==> config.mk <==
export PLATFORM = sky130hd
export DESIGN_NAME = pufm_seq
export DESIGN_NICKNAME = d
export VERILOG_FILES = /design/src/rtl/core/pufm_pkg.sv /design/src/rtl/core/pufm_seq.sv
export VERILOG_INCLUDE_DIRS = /design/src /design/src/rtl/core
export SDC_FILE = /design/constraint.sdc
export NUM_CORES = 1
export LEC_CHECK = 0
export ABC_AREA = 1
export BUFFER_PORTS_ARGS = -buffer_cell sky130_fd_sc_hd__buf_2
export CAP_MARGIN = 20
export CORE_UTILIZATION = 45
export CTS_BUF_LIST = sky130_fd_sc_hd__clkbuf_8
export DETAILED_ROUTE_END_ITERATION = 16
export GPL_TIMING_DRIVEN = 0
export HOLD_SLACK_MARGIN = 0.06
export PLACE_DENSITY = 0.67
export SYNTH_ARGS = -nofsm -noshare
export SYNTH_HDL_FRONTEND = slang
export SYNTH_SLANG_ARGS = --single-unit
==> constraint.sdc <==
create_clock -name clk -period 2.57 [get_ports clk]
set_input_delay 0.514 -clock clk [delete_from_list [all_inputs] [get_ports clk]]
set_output_delay 0.514 -clock clk [all_outputs]
set_load 0.01 [all_outputs]
==> src/rtl/core/assert_macros.svh <==
// assertion macros shared by the rtl files
`ifndef ASSERT_MACROS_SVH
`define ASSERT_MACROS_SVH

// same-cycle implication, checked at every rising edge outside reset
`define ASSERT_IMPLY(label, clk, rst_n, ante, cons, msg) \
	label: assert property (@(posedge clk) disable iff (!rst_n) (ante) |-> (cons)) \
		else $error(msg);

// next-cycle implication
`define ASSERT_NEXT(label, clk, rst_n, ante, cons, msg) \
	label: assert property (@(posedge clk) disable iff (!rst_n) (ante) |=> (cons)) \
		else $error(msg);

`endif

==> src/rtl/core/pufm_pkg.sv <==
// shared types and constants of the powered union-find mst unit
package pufm_pkg;

	localparam int NODES      = 2048;
	localparam int NODE_W     = $clog2(NODES);
	localparam int SIZE_W     = NODE_W + 1;
	localparam int COST_W     = 62;
	localparam int TOTAL_W    = 63;
	localparam int IN_DATA_W  = 88;
	localparam int OUT_DATA_W = 64;

	localparam logic [TOTAL_W-1:0] TOTAL_MAX = '1;

	typedef logic [NODE_W-1:0] node_t;

	// one table entry: size and powered mean something only at a root
	typedef struct packed {
		logic              pw;
		logic [SIZE_W-1:0] size;
		node_t             parent;
	} entry_t;

	localparam int ENTRY_W = $bits(entry_t);

	typedef enum logic [2:0] {
		ST_CLEAR,
		ST_IDLE,
		ST_WALK,
		ST_COMP,
		ST_MERGE,
		ST_LINK,
		ST_DONE
	} seq_state_t;

	// candidate handed to the sequencer, valid marks the accept cycle
	typedef struct packed {
		logic  valid;
		logic  mode;
		node_t node_a;
		node_t node_b;
	} item_t;

	typedef struct packed {
		logic valid;
		logic taken;
	} result_t;

	typedef struct packed {
		logic   we;
		node_t  waddr;
		entry_t wdata;
		logic   re;
		node_t  raddr;
	} mem_req_t;

endpackage

==> src/rtl/core/pufm_seq.sv <==
// find, compress and merge sequencer working on the union-find table
module pufm_seq (
	input  logic               clk,
	input  logic               arst_n,
	input  pufm_pkg::item_t    item,
	output logic               ready,
	input  logic               out_free,
	output pufm_pkg::result_t  res,
	output pufm_pkg::mem_req_t mem,
	input  pufm_pkg::entry_t   rd
);

	import pufm_pkg::*;

	seq_state_t state_q, state_d;

	node_t  clr_q;
	node_t  cur_q;
	node_t  start_q;
	logic   phase_q;
	logic   mode_q;
	node_t  nb_q;
	node_t  root_a_q;
	node_t  root_b_q;
	entry_t ent_a_q;
	entry_t ent_b_q;
	logic   taken_q;

	node_t             cur_root;
	logic              at_root;
	logic              link_ok;
	logic              a_wins;
	node_t             winner;
	node_t             child;
	entry_t            child_ent;
	logic              merged_pw;
	logic [SIZE_W-1:0] size_sum;
	logic              take;

	assign cur_root  = phase_q ? root_b_q : root_a_q;
	assign at_root   = (rd.parent == cur_q);
	assign merged_pw = ent_a_q.pw | ent_b_q.pw;
	assign link_ok   = (root_a_q != root_b_q) && !(ent_a_q.pw && ent_b_q.pw);
	assign a_wins    = (ent_a_q.size >= ent_b_q.size);
	assign winner    = a_wins ? root_a_q : root_b_q;
	assign child     = a_wins ? root_b_q : root_a_q;
	assign child_ent = a_wins ? ent_b_q : ent_a_q;
	assign size_sum  = ent_a_q.size + ent_b_q.size;
	assign take      = mode_q ? link_ok : !ent_a_q.pw;

	// next state
	always_comb begin
		state_d = state_q;
		unique case (state_q)
			ST_CLEAR: begin
				if (clr_q == NODE_W'(NODES - 1)) begin
					state_d = ST_IDLE;
				end
			end
			ST_IDLE: begin
				if (item.valid) begin
					state_d = ST_WALK;
				end
			end
			ST_WALK: begin
				if (at_root) begin
					state_d = ST_COMP;
				end
			end
			ST_COMP: begin
				if (cur_q == cur_root) begin
					state_d = (!phase_q && mode_q) ? ST_WALK : ST_MERGE;
				end
			end
			ST_MERGE: begin
				state_d = (mode_q && link_ok) ? ST_LINK : ST_DONE;
			end
			ST_LINK: begin
				state_d = ST_DONE;
			end
			ST_DONE: begin
				if (out_free) begin
					state_d = ST_IDLE;
				end
			end
			default: begin
				state_d = ST_CLEAR;
			end
		endcase
	end

	// memory requests and handshake outputs
	always_comb begin
		mem       = '0;
		ready     = 1'b0;
		res.valid = 1'b0;
		res.taken = taken_q;
		unique case (state_q)
			ST_CLEAR: begin
				mem.we    = 1'b1;
				mem.waddr = clr_q;
				mem.wdata = '{pw: 1'b0, size: SIZE_W'(1), parent: clr_q};
			end
			ST_IDLE: begin
				ready     = 1'b1;
				mem.re    = item.valid;
				mem.raddr = item.node_a;
			end
			ST_WALK: begin
				// climb, or restart at the start node for the compression pass
				mem.re    = 1'b1;
				mem.raddr = at_root ? start_q : rd.parent;
			end
			ST_COMP: begin
				if (cur_q != cur_root) begin
					mem.we    = 1'b1;
					mem.waddr = cur_q;
					mem.wdata = '{pw: rd.pw, size: rd.size, parent: cur_root};
					mem.re    = 1'b1;
					mem.raddr = rd.parent;
				end else if (!phase_q && mode_q) begin
					mem.re    = 1'b1;
					mem.raddr = nb_q;
				end
			end
			ST_MERGE: begin
				if (!mode_q && !ent_a_q.pw) begin
					mem.we    = 1'b1;
					mem.waddr = root_a_q;
					mem.wdata = '{pw: 1'b1, size: ent_a_q.size, parent: root_a_q};
				end else if (mode_q && link_ok) begin
					mem.we    = 1'b1;
					mem.waddr = winner;
					mem.wdata = '{pw: merged_pw, size: size_sum, parent: winner};
				end
			end
			ST_LINK: begin
				mem.we    = 1'b1;
				mem.waddr = child;
				mem.wdata = '{pw: child_ent.pw, size: child_ent.size, parent: winner};
			end
			ST_DONE: begin
				res.valid = out_free;
			end
			default: begin
				mem = '0;
			end
		endcase
	end

	always_ff @(posedge clk or negedge arst_n) begin
		if (!arst_n) begin
			state_q <= ST_CLEAR;
			clr_q   <= '0;
		end else begin
			state_q <= state_d;
			if (state_q == ST_CLEAR) begin
				clr_q <= clr_q + NODE_W'(1);
			end
		end
	end

	always_ff @(posedge clk) begin
		unique case (state_q)
			ST_IDLE: begin
				if (item.valid) begin
					mode_q  <= item.mode;
					nb_q    <= item.node_b;
					cur_q   <= item.node_a;
					start_q <= item.node_a;
					phase_q <= 1'b0;
				end
			end
			ST_WALK: begin
				if (at_root) begin
					if (phase_q) begin
						root_b_q <= cur_q;
						ent_b_q  <= rd;
					end else begin
						root_a_q <= cur_q;
						ent_a_q  <= rd;
					end
					cur_q <= start_q;
				end else begin
					cur_q <= rd.parent;
				end
			end
			ST_COMP: begin
				if (cur_q != cur_root) begin
					cur_q <= rd.parent;
				end else if (!phase_q && mode_q) begin
					phase_q <= 1'b1;
					cur_q   <= nb_q;
					start_q <= nb_q;
				end
			end
			ST_MERGE: begin
				taken_q <= take;
			end
			ST_CLEAR, ST_LINK, ST_DONE: begin
				taken_q <= taken_q;
			end
			default: begin
				taken_q <= taken_q;
			end
		endcase
	end

`include "assert_macros.svh"

	`ASSERT_IMPLY(a_no_rw_same_entry, clk, arst_n, mem.we && mem.re, mem.waddr != mem.raddr, "read and write hit the same table entry")
	`ASSERT_IMPLY(a_walk_has_data, clk, arst_n, state_q == ST_WALK || state_q == ST_COMP, $past(mem.re), "walk step without a read issued")

endmodule

Yosys cells after proc, flatten, opt, wreduce, memory -nomap -nowiden. Cells that the tools add are included.

Add/sub/neg operators: 2. Bitwise gates (word level): 2. Order comparisons: 1. Reduce and logical (&&, ||, !) cells: 18. Multiplexer cells: 33. Equal/unequal tests: 19.

Operator list (number): 36-bit case mux with 4 select lines (1); 36-bit two-way mux (3); 11-bit two-way mux (8); 12-bit case mux with 3 select lines (1); 11-bit case mux with 3 select lines (1); 12-bit two-way mux (2); 24-bit two-way mux (1); 11-bit equality test (2); 11-bit != test (2); 11-bit case mux with 2 select lines (1); 3-bit case mux with 7 select lines (1); 3-bit two-way mux (6); 2-bit != test, second input constant (7); 12-bit adder (1); 12-bit greater-or-equal comparator (1); 11-bit by 1-bit adder with 11-bit output, second input constant (1); 11-bit equality test, second input constant (1); 3-bit equality test, second input constant (3); 3-bit AND reduction (3); 3-bit by 2-bit equality test with 1-bit output, second input constant (2); 1-bit two-way mux (6); 1-bit logical AND (5); 5-bit AND reduction (1); 1-bit zero test (4); 11 further kinds (11).

Register bits after elaboration: 120. Input port bits: 51. Word-level logic and storage cells: 91.

Logic depth before layout (Yosys ltp).
Depth in word-level cells: 7. Gate-level depth with buffers: 15. Gate-level depth less buffers: 14.

Least setup slack after synthesis. No wires, ideal clock.

Path type: in2reg. From: input rd[7] in the netlist's numbering. To: register ent_a_q[11] in the netlist's numbering, enable pin. Arrival: 2153 ps. Required time: 2165 ps. Path slack: 13 ps. Setup time: 405 ps. Stages: 7. Path buffers: 0. Cell sequence: xnor2_1 -> nand2_1 -> nor2_1 -> nand3_1 -> nor2_1 -> inv_1 -> nor2_1.

Cells in the longest elaborated chain, start to end: 2.

RTL lines: start: declaration (line pufm_seq.sv:10) `input pufm_pkg::entry_t rd`; 11-bit equality test (line pufm_seq.sv:41) `assign at_root = (rd.parent == cur_q);`; 3-bit AND reduction (no line); end signal: assignment (line pufm_seq.sv:181) `ent_a_q <= rd;`; end: declaration (line pufm_seq.sv:25) `entry_t ent_a_q;`.

Every way passes these cells. A chain may end at the register's enable or synchronous reset.

==> results.ini <==
[worst_setup_path]
cp-start-kind=flop
startpoint=ent_a_q[22]
path_cells=ha_4 > nand2_4 > nor2_4 > nand2_4 > nor2_4 > nand2_4 > nand2_8 > buf_8 > nand2_2 > o21ai_2 > nand2_1 > nand3_2 > nand2_1 > buf_2
path_buf_inv=2
crit_end=mem[19]
worstPathMaxFanout=5
cp_num_cells=14
r2r_setup_slack_ns=0.05
cp_top_family=simple AND/OR/NAND/NOR gates
timing.rr.end=cur_q[7]
endpoint_kind=primary output
regToRegStartpoint=phase_q
crit_type=reg2out
arrival_ns=2.63
critPathSlowestCell=edfxtp_1
crit_top_cell=nand2_4
reg2regPathDepth=17
cp.required_ns=2.06
cp_slowest_stage_delay_ns=0.48

[pwr]
netSwitchingPower_uw=3691
p_clk_share_pct=11.5
combPwrFrac_pct=57.7
ir_worst_vdd_mv=0.5394
power_per_cell_area_mw_per_mm2=774.8
p_int_uw=4421
leakage_uw=0.005071
power.total_uw=8111
switching_share_pct=45.50
p_seq_share_pct=30.7

[floorplanning]
fp.coreArea_sq_mm=0.01600
die_x_microns=130.5
start_util_pct=46.47
chipHeight_microns=130.5
ios=102
dieArea_sq_mm=0.01704
row_count=46

[timing]
drv_slew=0
relSlewSlack_pct=55.24
whs_ns=0.2893
rsz0062_at_grt=true
setup_viol=48
period_needed_ns=3.142
worst_slew_pin_slew_ns=0.6713
setup_slack_ns=-0.5715
fin_crit_sh_pct=122.2
max_freq_mhz=318.3
hold_viol=0
clock_skew_ns=0.009008

[global_routing]
grt-ovfl-total=0
grt_max_degree=25
antenna_found_initial=0
grt_pass1_wl_mm=38.28
grt_pass1_vias=7368
grtUsageTotal_pct=29.86

[clock_network]
htreeDepth=3
clkSinkCount=98
numCtsBuffers=9
cts_tree=yes
worstSkewPairLatency_ns=0.39
clock-root-buffer=clkbuf_8
clockBufferDepth=2
cts.clk_slew.worst_paths_ns=0.10

[route]
drcViolationCount=0
drt-total-wl_mm=26.27
antenna_left=0
post_drt_wl_per_cell_microns=17.54
viasPerCell=5.417
num_vias=8115
drtPass1Iterations=8
first_iter_violations=957

[yosys]
syn-num-nets=1145
ys_warn_count=0
synth-seq-cells=98
syn_avg_cell_area_sq_um=6.956
synthCells=1069
netlist_area_sq_mm=0.007436
synth_edf_count=84
ys_async_sr_fraction_pct=14.29
synth_top_area_cell=edfxtp_1
synth.area.top_cells=edfxtp_1, nand2_1, nand3_1, nor2_1, inv_1
ys_types=39
ys.flop_type=edfxtp_1
synth.yosys.seq_area_share_pct=38.63
synth.top_cell.area_share_pct=33.92

[layout]
layout-drive-gt1-share_pct=35.02
diodes=0
areaGrowthSynthToFinish_pct=40.79
final_util_pct=65.43
ff_latch_area_sq_mm=0.002874
fin_nets=1353
num-fill-cells=1353
multi_input_area_sq_mm=0.004800

[place]
gp_congestion=0.9319
portBuffers=101
hpwl_mm=16.54
pre_cts_ws_ns=-0.5000

[job]
maxCapViolCount=0

[outcome]
violations=setup timing
run_status=finished, violations left

[hold_path]
worstHoldPathType=in2reg

## layout by cell type, fill, tap and decap left out, drive strengths merged, types with 24 or more instances in the layout
cell,count
buf,208
nand2,386
inv,122
a21oi,31
o21ai,69
nand3,111
clkbuf,31
nor2,132
edfxtp,84
ha,24
## synthesized netlist by cell type, types with 9 or more instances
cell type  count
a21oi_1       31
clkbuf_1      14
dfrtp_1       14
edfxtp_1      84
ha_1          24
inv_1        113
nand2_1      378
nand3_1      108
nand4_1       16
nor2_1       122
o21ai_0       49
o21ai_1       19
xnor2_1       18
xor2_1         9
## worst register-to-register path: cells and delay by family (launching register included)
kind | cells | cell delay [ns]
buffers and inverters | 8 | 1.04
and+or+nand+nor | 9 | 0.79
DFF | 1 | 0.44
## registers in the layout, summed over array words and instances, names as in the netlist, 11 cells and up
signal and count:
root_a_q 11, ent_a_q 13, nb_q 11, ent_b_q 13, clr_q 11, cur_q 11, root_b_q 11, start_q 11
## area by class of cell
| class | count | share of cell area (%) |
|---|---|---|
| multi-input cells | 815 | 45.85 |
| repair buffers | 194 | 14.64 |
| flip-flops and latches | 98 | 27.45 |
| clock inverters | 7 | 0.4542 |
| clock buffers | 9 | 1.183 |
| inverters | 122 | 4.518 |
| plain buffers | 37 | 3.323 |
| well taps | 216 | 2.582 |
## how the worst min path moves through the flow
stage,start,to,depth (start not counted)
detailed placement,arst_n,clr_q[6],1
finish,item[1],nb_q[1],1
floorplan,arst_n,clr_q[0],0
global placement,arst_n,clr_q[6],1
CTS,item[1],nb_q[1],1
global route,item[10],nb_q[10],1
## power by group through the flow
| stage | Sequential (uW) | Clock (uW) | Combinational [uW] |
|---|---|---|---|
| 5_1_grt | 2530 | 990 | 5080 |
| 2_1_floorplan | 2430 | 0 | 2210 |
| 3_3_place_gp | 2550 | 0 | 3310 |
| 4_1_cts | 2500 | 944 | 3940 |
| 3_5_place_dp | 2550 | 0 | 3350 |
| 6_report | 2490 | 935 | 4680 |
## metal layers
layer  track usage [%]  vias up  wire length, microns
met4             12.85        0                  1068
met2             48.15      461                 12050
met1             40.09     3675                 10520
li1                  -     3876                     -
met5                 0        -                     0
met3             4.316      103                  2638
## cells by family (layout without fill, tap and decap cells)
group | Yosys count | count (layout) | synth area share (%)
compound gates | 108 | 108 | 7.639
xor+xnor | 27 | 27 | 3.180
fa+ha+maj | 25 | 25 | 4.308
buf+inv | 159 | 369 | 9.322
flops | 98 | 98 | 38.63
simple gates | 652 | 655 | 36.92
## stage by stage
| step | instance area (sq um) | setup TNS (ns) | instances |
|---|---|---|---|
| 4_1_cts | 9674 | -16.85 | 1480 |
| 3_3_place_gp | 8212 | -76.14 | 1386 |
| 5_1_grt | 10470 | -27.80 | 1498 |
| 2_1_floorplan | 7436 | 0 | 1069 |
| 6_report | 10470 | -22.65 | 1498 |
| 3_5_place_dp | 8234 | -20.66 | 1387 |
## timing repair
| action | CTS | global route |
|---|---|---|
| gates cloned | 6 | 6 |
| setup buffers | 70 | 12 |
| hold endpoints to repair | 14 | 0 |
| hold buffers | 1 | 0 |
| gates resized for setup | 177 | 141 |
| endpoints found under the setup margin | 111 | 108 |
| pin swaps | 41 | 73 |
(Power assumes the default switching activity.)
