<file path="src/rtl/core/assert_macros.svh">
// assertion macros shared by the rtl files
`ifndef ASSERT_MACROS_SVH
`define ASSERT_MACROS_SVH

// same-cycle implication, checked at every rising edge outside reset
`define ASSERT_IMPLY(label, clk, rst_n, ante, cons, msg) \
	label: assert property (@(posedge clk) disable iff (!rst_n) (ante) |-> (cons)) \
		else $error(msg);

// next-cycle implication
`define ASSERT_NEXT(label, clk, rst_n, ante, cons, msg) \
	label: assert property (@(posedge clk) disable iff (!rst_n) (ante) |=> (cons)) \
		else $error(msg);

`endif

</file>
<file path="src/rtl/core/pufm_ram.sv">
// generic simple dual-port ram with registered read
module pufm_ram #(
	parameter int WIDTH = 8,
	parameter int DEPTH = 16
) (
	input  logic                     clk,
	input  logic                     we,
	input  logic [$clog2(DEPTH)-1:0] waddr,
	input  logic [WIDTH-1:0]         wdata,
	input  logic                     re,
	input  logic [$clog2(DEPTH)-1:0] raddr,
	output logic [WIDTH-1:0]         rdata
);

	logic [WIDTH-1:0] mem [DEPTH];

	always_ff @(posedge clk) begin
		if (we) begin
			mem[waddr] <= wdata;
		end
		if (re) begin
			rdata <= mem[raddr];
		end
	end

endmodule

</file>
<file path="config.mk">
export PLATFORM = sky130hd
export DESIGN_NAME = pufm_ram
export DESIGN_NICKNAME = d
export VERILOG_FILES = /design/src/rtl/core/assert_macros.svh /design/src/rtl/core/pufm_ram.sv
export SDC_FILE = /design/constraint.sdc
export NUM_CORES = 1
export LEC_CHECK = 0
export BUFFER_PORTS_ARGS = -buffer_cell sky130_fd_sc_hd__buf_4
export CAP_MARGIN = 40
export CORE_ASPECT_RATIO = 1.75
export CORE_MARGIN = 5
export CORE_UTILIZATION = 29
export DETAILED_ROUTE_END_ITERATION = 10
export PLACE_DENSITY = 0.51
export SYNTH_ARGS = -nofsm -noshare
export SYNTH_HDL_FRONTEND = slang
export SYNTH_SLANG_ARGS = --single-unit
export TNS_END_PERCENT = 1
</file>
<file path="constraint.sdc">
create_clock -name clk -period 2.4 [get_ports clk]
set_clock_uncertainty 0.2 [all_clocks]
set_input_delay 0.72 -clock clk [delete_from_list [all_inputs] [get_ports clk]]
set_output_delay 0.72 -clock clk [all_outputs]
set_load 0.01 [all_outputs]
</file>
Yosys cells after proc, flatten, opt, wreduce, memory -nomap -nowiden
Memory sizes are Yosys's and may differ from the RTL's. A register that Yosys moved wholly into a read port is not among the register bits.
Cells that the tools add are included.
W data, S select, Z words.

word-level totals
  register bits after elaboration = 0
  RAM bits = 128
  input bits = 19
  output and inout bits = 8
  memories = 1

cells by class
  muxes and demuxes = 2

memory list
  memory  depth  bits a word  rd ports  clocked after Yosys merged registers in  write ports  RTL line        text
  mem     16     8            1         1                                        1            pufm_ram.sv:15  logic [WIDTH-1:0] mem [DEPTH];

operators by type and width
  kind     count
  $mux W1  2

Logic depth before layout (Yosys ltp)
Gate-level depths: netlist of the first run.

  word-level depth = 2
  mapped depth = 5

Worst setup path before layout of the first run
Ideal clock, no wire load.

  kind = input -> register
  start = input port waddr[2]
  end = memory mem[0][0], enable pin
  arrival = 1.830 ns
  required time = 1.817 ns
  slack = -0.013 ns
  stages on the path = 2
  path through = or3b_2 -> nor3_1

RTL lines
  element      RTL line        text
  from (decl)  pufm_ram.sv:8   input logic [$clog2(DEPTH)-1:0] waddr,
  to (decl)    pufm_ram.sv:15

No word-level cell before the write port.

==> impl_metrics.json, run 1 <==
{
  "synth.ff_latch_count": 136,
  "clk_transition_reported_paths_ps": 60,
  "antenna_found_initial": 0,
  "fillcell_total": 1669,
  "global_route_wire_length_before_repair_um": 17030,
  "detail_route.iter0.violations": 181,
  "timing.fmax_mhz": 498.5,
  "synth_edf_count": 136,
  "synth_common_cells": "sky130_fd_sc_hd__edfxtp_1 (136), sky130_fd_sc_hd__mux4_2 (18), sky130_fd_sc_hd__a22oi_1 (16), sky130_fd_sc_hd__mux4_1 (14), sky130_fd_sc_hd__nor2_1 (13)",
  "synthToLayoutAreaGrowth_pct": 25.04,
  "detail_route.drc_violations": 0,
  "routed_wire_length_per_instance_um": 20.53,
  "yosys.cell_count.top_type": "sky130_fd_sc_hd__edfxtp_1",
  "netlist_top_cells_area": "sky130_fd_sc_hd__edfxtp_1 (78%), sky130_fd_sc_hd__mux4_2 (7.8%), sky130_fd_sc_hd__mux4_1 (7.0%), sky130_fd_sc_hd__a22oi_1 (2.3%), sky130_fd_sc_hd__nor2_1 (0.93%)",
  "port_buf_inserts": 26,
  "design.portCount": 27,
  "layout.nets": 315,
  "place.gp.congestion": 0.7122,
  "postRouteAntennaNets": 0,
  "number_of_synthesis_warnings": 0,
  "finalHoldViolCount": 0,
  "syn-mean-instance-area_um2": 22.83,
  "criticalPathCategory": "in2reg",
  "timing.max_slew.rel_slack_pct": 46.13,
  "crit_fanout": 10,
  "grtUsageTotal_pct": 11.13,
  "synth_top_flop_cell": "sky130_fd_sc_hd__edfxtp_1",
  "data_arrival_at_the_endpoint_of_the_critical_path_ps": 1960,
  "ctsHtreeMaxLevel": 4,
  "dpl_wire_length_um": 7750,
  "detail_route.vias_per_cell": 4.601,
  "pre_repair_dr_iteration_count": 4,
  "fin_tns_setup_ps": 0,
  "worst-slew-pin-transition_ps": 805.1,
  "dr_total_vias": 2494,
  "place_inst": 511,
  "start_util_pct": 29.22,
  "fin_crit_sh_pct": 83.58,
  "cts_root_buffer": "sky130_fd_sc_hd__clkbuf_16",
  "finalWorstSetupSlack_ps": 394.0,
  "clock-sinks": 136,
  "ctsResizeCount": 0,
  "ctsHoldBuffers": 0,
  "synth_sequential_area_ratio_pct": 78.12,
  "cts.path.max_buffers": 2,
  "worstPathRequired_ps": 2360,
  "path_cells": "buf_4 > buf_4 > mux4_1 > a22oi_1 > nand2_1",
  "final_period_minus_worst_setup_slack_ps": 2006,
  "grt-ovfl-total": 0,
  "synth-async-reset-ratio_pct": 0,
  "cts.repair_timing.setup_buffer_count": 0,
  "power-per-cell-area_nw_per_um2": 872.4,
  "max-vdd-ir-drop_mv": 0.4264,
  "worst_path_max_delay_cell": "sky130_fd_sc_hd__mux4_1",
  "cts_tree": "done",
  "mappedNetlistArea_um2": 5228,
  "worst_min_delay_path_class": "in2reg",
  "die_area_um2": 20920,
  "synthDominantCellAreaShare_pct": 78.12,
  "fp.coreArea_um2": 17890,
  "detailedPlace.worstSlack_ps": -27.49,
  "cts_inserted_buffers": 17,
  "post_synth_inst_count": 229,
  "drv.max_cap_violation_count": 0,
  "post_route_cells_drive_above_1_share_pct": 35.06,
  "synth_cell_types": 18,
  "max_stage_delay_ps": 590,
  "die_width_um": 111.5,
  "slew_viol_final": 0,
  "clock_latency_ps": 410,
  "crit_path_end_kind": "flip-flop",
  "site_row_count": 65,
  "final_cell_count_no_fill": 542,
  "largest_net_degree_at_the_start_of_global_routing": 17,
  "insertedDiodeCount": 0,
  "critical_path.startpoint_type": "input pin",
  "via_count_of_the_first_global_routing_pass": 2712,
  "detail_route.wirelength_um": 11130,
  "setup-violations-final": 0,
  "die_h_um": 187.6,
  "syn-num-nets": 248,
  "critical-path-top-cell-by-count": "sky130_fd_sc_hd__buf_4",
  "run_status": "finished clean",
  "static-leakage-power_uw": 0.002206,
  "grt_setup_unrepaired": "false",
  "synth.largest_area_cell": "sky130_fd_sc_hd__edfxtp_1"
}
-- cell type report --
type | instances | area [µm²] | area share (%)
Multi-Input combinational cell | 83 | 1062 | 16.25
Clock inverter | 14 | 198.9 | 3.044
Clock buffer | 17 | 425.4 | 6.508
Timing Repair Buffer | 58 | 473.0 | 7.236
Sequential cell | 136 | 4084 | 62.48
Tap cell | 234 | 292.8 | 4.479
-- worst max-delay path, delay by kind of cell --
family | cells | cell delay [ps]
buffers and inverters | 2 | 350
AOI/OAI and AO/OA | 1 | 230
muxes | 1 | 590
and+or+nand+nor | 1 | 70
-- where the power goes --
group	leakage, µW	internal [µW]	total, µW	switching (µW)
sequential	0.00124	2680	2690	13.9
clock	0.000294	1740	2730	991
combinational	0.000676	132	281	148
-- layer usage --
metal | up-vias | track usage [%] | share of wire [%]
met5 | - | 0 | 0
met4 | 0 | 5.105 | 2.3
met3 | 16 | 2.099 | 3.0
met2 | 64 | 20.29 | 55
met1 | 1299 | 12.44 | 39
li1 | 1115 | - | -
-- final timing paths --
path | start | endpoint | slack, ps | depth (start not counted)
min reg2reg | mem[14][3] | rdata[3] | 540 | 3
min | wdata[3] | mem[7][3] | 420 | 1
max | raddr[0] | rdata[3] | 390 | 5
max reg2reg | mem[1][5] | rdata[5] | 750 | 3
-- layout by cell type, fill, tap and decap left out, types with 2 or more instances in the layout --
cell                         count
sky130_fd_sc_hd__bufinv_16       4
sky130_fd_sc_hd__edfxtp_1      136
sky130_fd_sc_hd__a22oi_1        16
sky130_fd_sc_hd__nand2b_1        2
sky130_fd_sc_hd__clkinvlp_4      3
sky130_fd_sc_hd__buf_12          3
sky130_fd_sc_hd__mux4_1         14
sky130_fd_sc_hd__clkbuf_16      17
sky130_fd_sc_hd__nor2_1         13
sky130_fd_sc_hd__nand3b_1        2
sky130_fd_sc_hd__clkinv_4        4
sky130_fd_sc_hd__mux4_2         18
sky130_fd_sc_hd__inv_6           2
sky130_fd_sc_hd__nor3_1          3
sky130_fd_sc_hd__buf_4          55
sky130_fd_sc_hd__nand2_1         9
-- state kept, by name (all words and copies together) (netlist names) --
name / cells
mem: 128
rdata: 8
-- logic make-up (layout without fill, tap and decap cells) --
family | after synthesis | in the layout | share of synthesized area [%]
flip-flops | 136 | 136 | 78.12
AND/OR/NAND/NOR | 35 | 35 | 3.136
multiplexers | 32 | 32 | 14.79
AO/OA/AOI/OAI | 16 | 16 | 2.298
buffers and inverters | 10 | 89 | 1.651
-- metrics by stage --
stage	utilization [%]	instance area [µm²]	power, µW	hold WS [ps]
after floorplan	-	5233	2877	504.8
after global placement	33.04	5912	3026	528.4
after detailed placement	33.04	5912	3030	536.9
after CTS	36.53	6536	5746	416.5
after global routing	36.53	6536	5882	418.2
final	36.53	6536	5702	416.8
Power figures use the tool's default switching activity.
==> run 2: changes to the inputs <==
- ABC_AREA: default -> 1
- PLACE_DENSITY: 0.51 -> 0.5
- clock period: 2.4 -> 2 ns (I/O delays scaled with it)
==> run 2 against run 1 <==
Critical path depth down 4. Area after synthesis increased by 12%. Critical endpoint is now rdata[1]. Clock-buffer cell count increased by 3. Global-route usage rose by 1.3 points. Core utilization decreased by 1.3 points. Highest routed layer unchanged. First-iteration DRC count up 15%. Combinational power grew 44%.
==> impl_metrics.json, run 2 <==
{
  "run_status": "finished clean",
  "detail_route.vias_per_cell": 4.412,
  "timing.fmax_mhz": 552.0,
  "critical_path.top_delay_family": "flip-flops",
  "postRouteAntennaNets": 0,
  "post_route_cells_drive_above_1_share_pct": 13.11,
  "synth_common_cells": "sky130_fd_sc_hd__nand2_1 (173), sky130_fd_sc_hd__edfxtp_1 (136), sky130_fd_sc_hd__inv_1 (100), sky130_fd_sc_hd__nand3_1 (97), sky130_fd_sc_hd__nor2_1 (17)",
  "finalHoldViolCount": 0,
  "clk_transition_reported_paths_ps": 60,
  "synthDominantCellAreaShare_pct": 69.85,
  "ctsHoldBuffers": 0,
  "data_arrival_at_the_endpoint_of_the_critical_path_ps": 1010,
  "die_width_um": 117.3,
  "design.portCount": 27,
  "worst_min_delay_path_class": "in2reg",
  "path_cells": "buf_4",
  "pre_repair_dr_iteration_count": 4,
  "largest-register": "mem",
  "max_stage_delay_ps": 420,
  "final_cell_count_no_fill": 855,
  "worstPathRequired_ps": 1200,
  "slew_viol_final": 0,
  "synth.largest_area_cell": "sky130_fd_sc_hd__edfxtp_1",
  "wirelength_met1_um": 5574,
  "cts.path.max_buffers": 2,
  "fin_tns_setup_ps": 0,
  "worst-slew-pin-transition_ps": 627.8,
  "dpl_wire_length_um": 9376,
  "reg.largest.list": "mem (128), rdata (8)",
  "yosys.cell_count.top_type": "sky130_fd_sc_hd__nand2_1",
  "routed_wire_length_per_instance_um": 16.34,
  "mappedNetlistArea_um2": 5847,
  "number_of_flip_flops_in_the_largest_register": 128,
  "ctsResizeCount": 0,
  "antenna_found_initial": 0,
  "port_buf_inserts": 26,
  "ctsHtreeMaxLevel": 4,
  "criticalPathCategory": "reg2out",
  "crit_fanout": 1,
  "site_row_count": 68,
  "clock-sinks": 136,
  "largest_net_degree_at_the_start_of_global_routing": 65,
  "power-per-cell-area_nw_per_um2": 970.7,
  "detail_route.iter0.violations": 208,
  "crit_path_end_kind": "primary output",
  "number_of_synthesis_warnings": 0,
  "detail_route.wirelength_um": 13970,
  "insertedDiodeCount": 0,
  "finalHoldWorstSlack_ps": 291.7,
  "critPathBufInv": 1,
  "max-vdd-ir-drop_mv": 0.5511,
  "syn-mean-instance-area_um2": 10.61,
  "top_signal_layer_used": "met4",
  "drv.max_cap_violation_count": 0,
  "cts_tree": "done",
  "clock_latency_ps": 420,
  "die_area_um2": 23210,
  "cts_root_buffer": "sky130_fd_sc_hd__clkbuf_16",
  "netlist_top_cells_area": "sky130_fd_sc_hd__edfxtp_1 (70%), sky130_fd_sc_hd__nand2_1 (11%), sky130_fd_sc_hd__nand3_1 (8.3%), sky130_fd_sc_hd__inv_1 (6.4%), sky130_fd_sc_hd__buf_6 (1.2%)",
  "reg2reg_slack_ps": 660,
  "setup-violations-final": 0,
  "grt_setup_unrepaired": "false",
  "final_period_minus_worst_setup_slack_ps": 1812,
  "static-leakage-power_uw": 0.002987,
  "timing.max_slew.rel_slack_pct": 58.09,
  "fp.coreArea_um2": 19820,
  "grt-ovfl-total": 0,
  "detailroute.wirelength.met2_um": 7674,
  "start_util_pct": 29.49,
  "synth-async-reset-ratio_pct": 0,
  "synth_cell_types": 11,
  "critical_path.startpoint_type": "flip-flop",
  "synthToLayoutAreaGrowth_pct": 19.62,
  "final_common_cell": "sky130_fd_sc_hd__nand2_1",
  "fin_crit_sh_pct": 90.58,
  "synth.ff_latch_count": 136,
  "synth_sequential_area_ratio_pct": 69.85,
  "met3_length_um": 427,
  "cts_inserted_buffers": 17,
  "worst_path_max_delay_cell": "sky130_fd_sc_hd__edfxtp_1",
  "dr_total_vias": 3772,
  "place.gp.congestion": 0.7944,
  "layout.nets": 617,
  "cts.repair_timing.setup_buffer_count": 0,
  "synth_edf_count": 136,
  "place_inst": 824,
  "synth_top_flop_cell": "sky130_fd_sc_hd__edfxtp_1",
  "grtUsageTotal_pct": 12.43,
  "post_synth_inst_count": 551,
  "layout.cells.most_common_list": "sky130_fd_sc_hd__nand2_1 (173), sky130_fd_sc_hd__edfxtp_1 (136), sky130_fd_sc_hd__inv_1 (100)",
  "syn-num-nets": 570,
  "die_h_um": 197.8,
  "global_route_wire_length_before_repair_um": 21980,
  "detail_route.drc_violations": 0,
  "via_count_of_the_first_global_routing_pass": 3860
}
==> run 2: cell count changes after synthesis, moves of 3 or more <==
cell,delta
sky130_fd_sc_hd__inv_1,+100
sky130_fd_sc_hd__mux4_1,-14
sky130_fd_sc_hd__nand3_1,+96
sky130_fd_sc_hd__nand2_1,+164
sky130_fd_sc_hd__buf_2,+10
sky130_fd_sc_hd__nor2_1,+4
sky130_fd_sc_hd__a22oi_1,-16
sky130_fd_sc_hd__buf_6,+3
sky130_fd_sc_hd__buf_4,+3
sky130_fd_sc_hd__nor3_1,-4
sky130_fd_sc_hd__mux4_2,-18
sky130_fd_sc_hd__clkdlybuf4s25_2,-3
==> run 2: final timing paths <==
path,from,to,cells past startpoint
worst max-delay path,rdata[1],rdata[1],1
worst max register to register,mem[1][2],rdata[2],6
worst min register to register,mem[2][4],rdata[4],6
worst min-delay path,re,rdata[1],1
==> run 2: worst reg2reg max path, stage by stage (launching register included) <==
cell	delay (ps)
sky130_fd_sc_hd__edfxtp_1	370
sky130_fd_sc_hd__inv_1	60
sky130_fd_sc_hd__nand2_1	40
sky130_fd_sc_hd__nand3_1	90
sky130_fd_sc_hd__nand3_1	90
sky130_fd_sc_hd__nand3_1	120
sky130_fd_sc_hd__nand2_1	100
==> run 2: report_power, final <==
part / internal [µW] / switching (µW)
logic: 134 / 271
registers: 3210 / 19.0
clock network: 2060 / 1100
==> run 2: kinds of logic after synthesis <==
logic type / share of synthesized area (%)
simple gates: 20.76
flops: 69.85
buf+inv: 9.394
==> run 2: layout make-up <==
class                      count  area (µm²)
inverter                     102       382.9
sequential                   136        4084
multi-input combinational    289        1214
tap                          245       306.5
clock inverter                11       155.1
clock buffer                  20       436.7
fill                        1945       12830
timing repair buffer          52       415.4
==> run 2: routing by layer <==
metal | track usage (%) | vias up
met5 | 0 | -
met4 | 5.849 | 0
met3 | 2.372 | 21
met2 | 23.03 | 59
met1 | 13.51 | 1820
li1 | - | 1872
==> run 2: stage by stage <==
step / cell area, µm² / setup WS [ps] / power, µW / util [%]
floorplan: 5847 / 249.2 / 3517 / -
global placement: 6402 / -54.60 / 3704 / 32.30
finish: 6994 / 188.4 / 6790 / 35.28
detailed placement: 6402 / -77.08 / 3708 / 32.30
CTS: 6994 / 153.8 / 6861 / 35.28
global route: 6994 / 147.5 / 7033 / 35.28
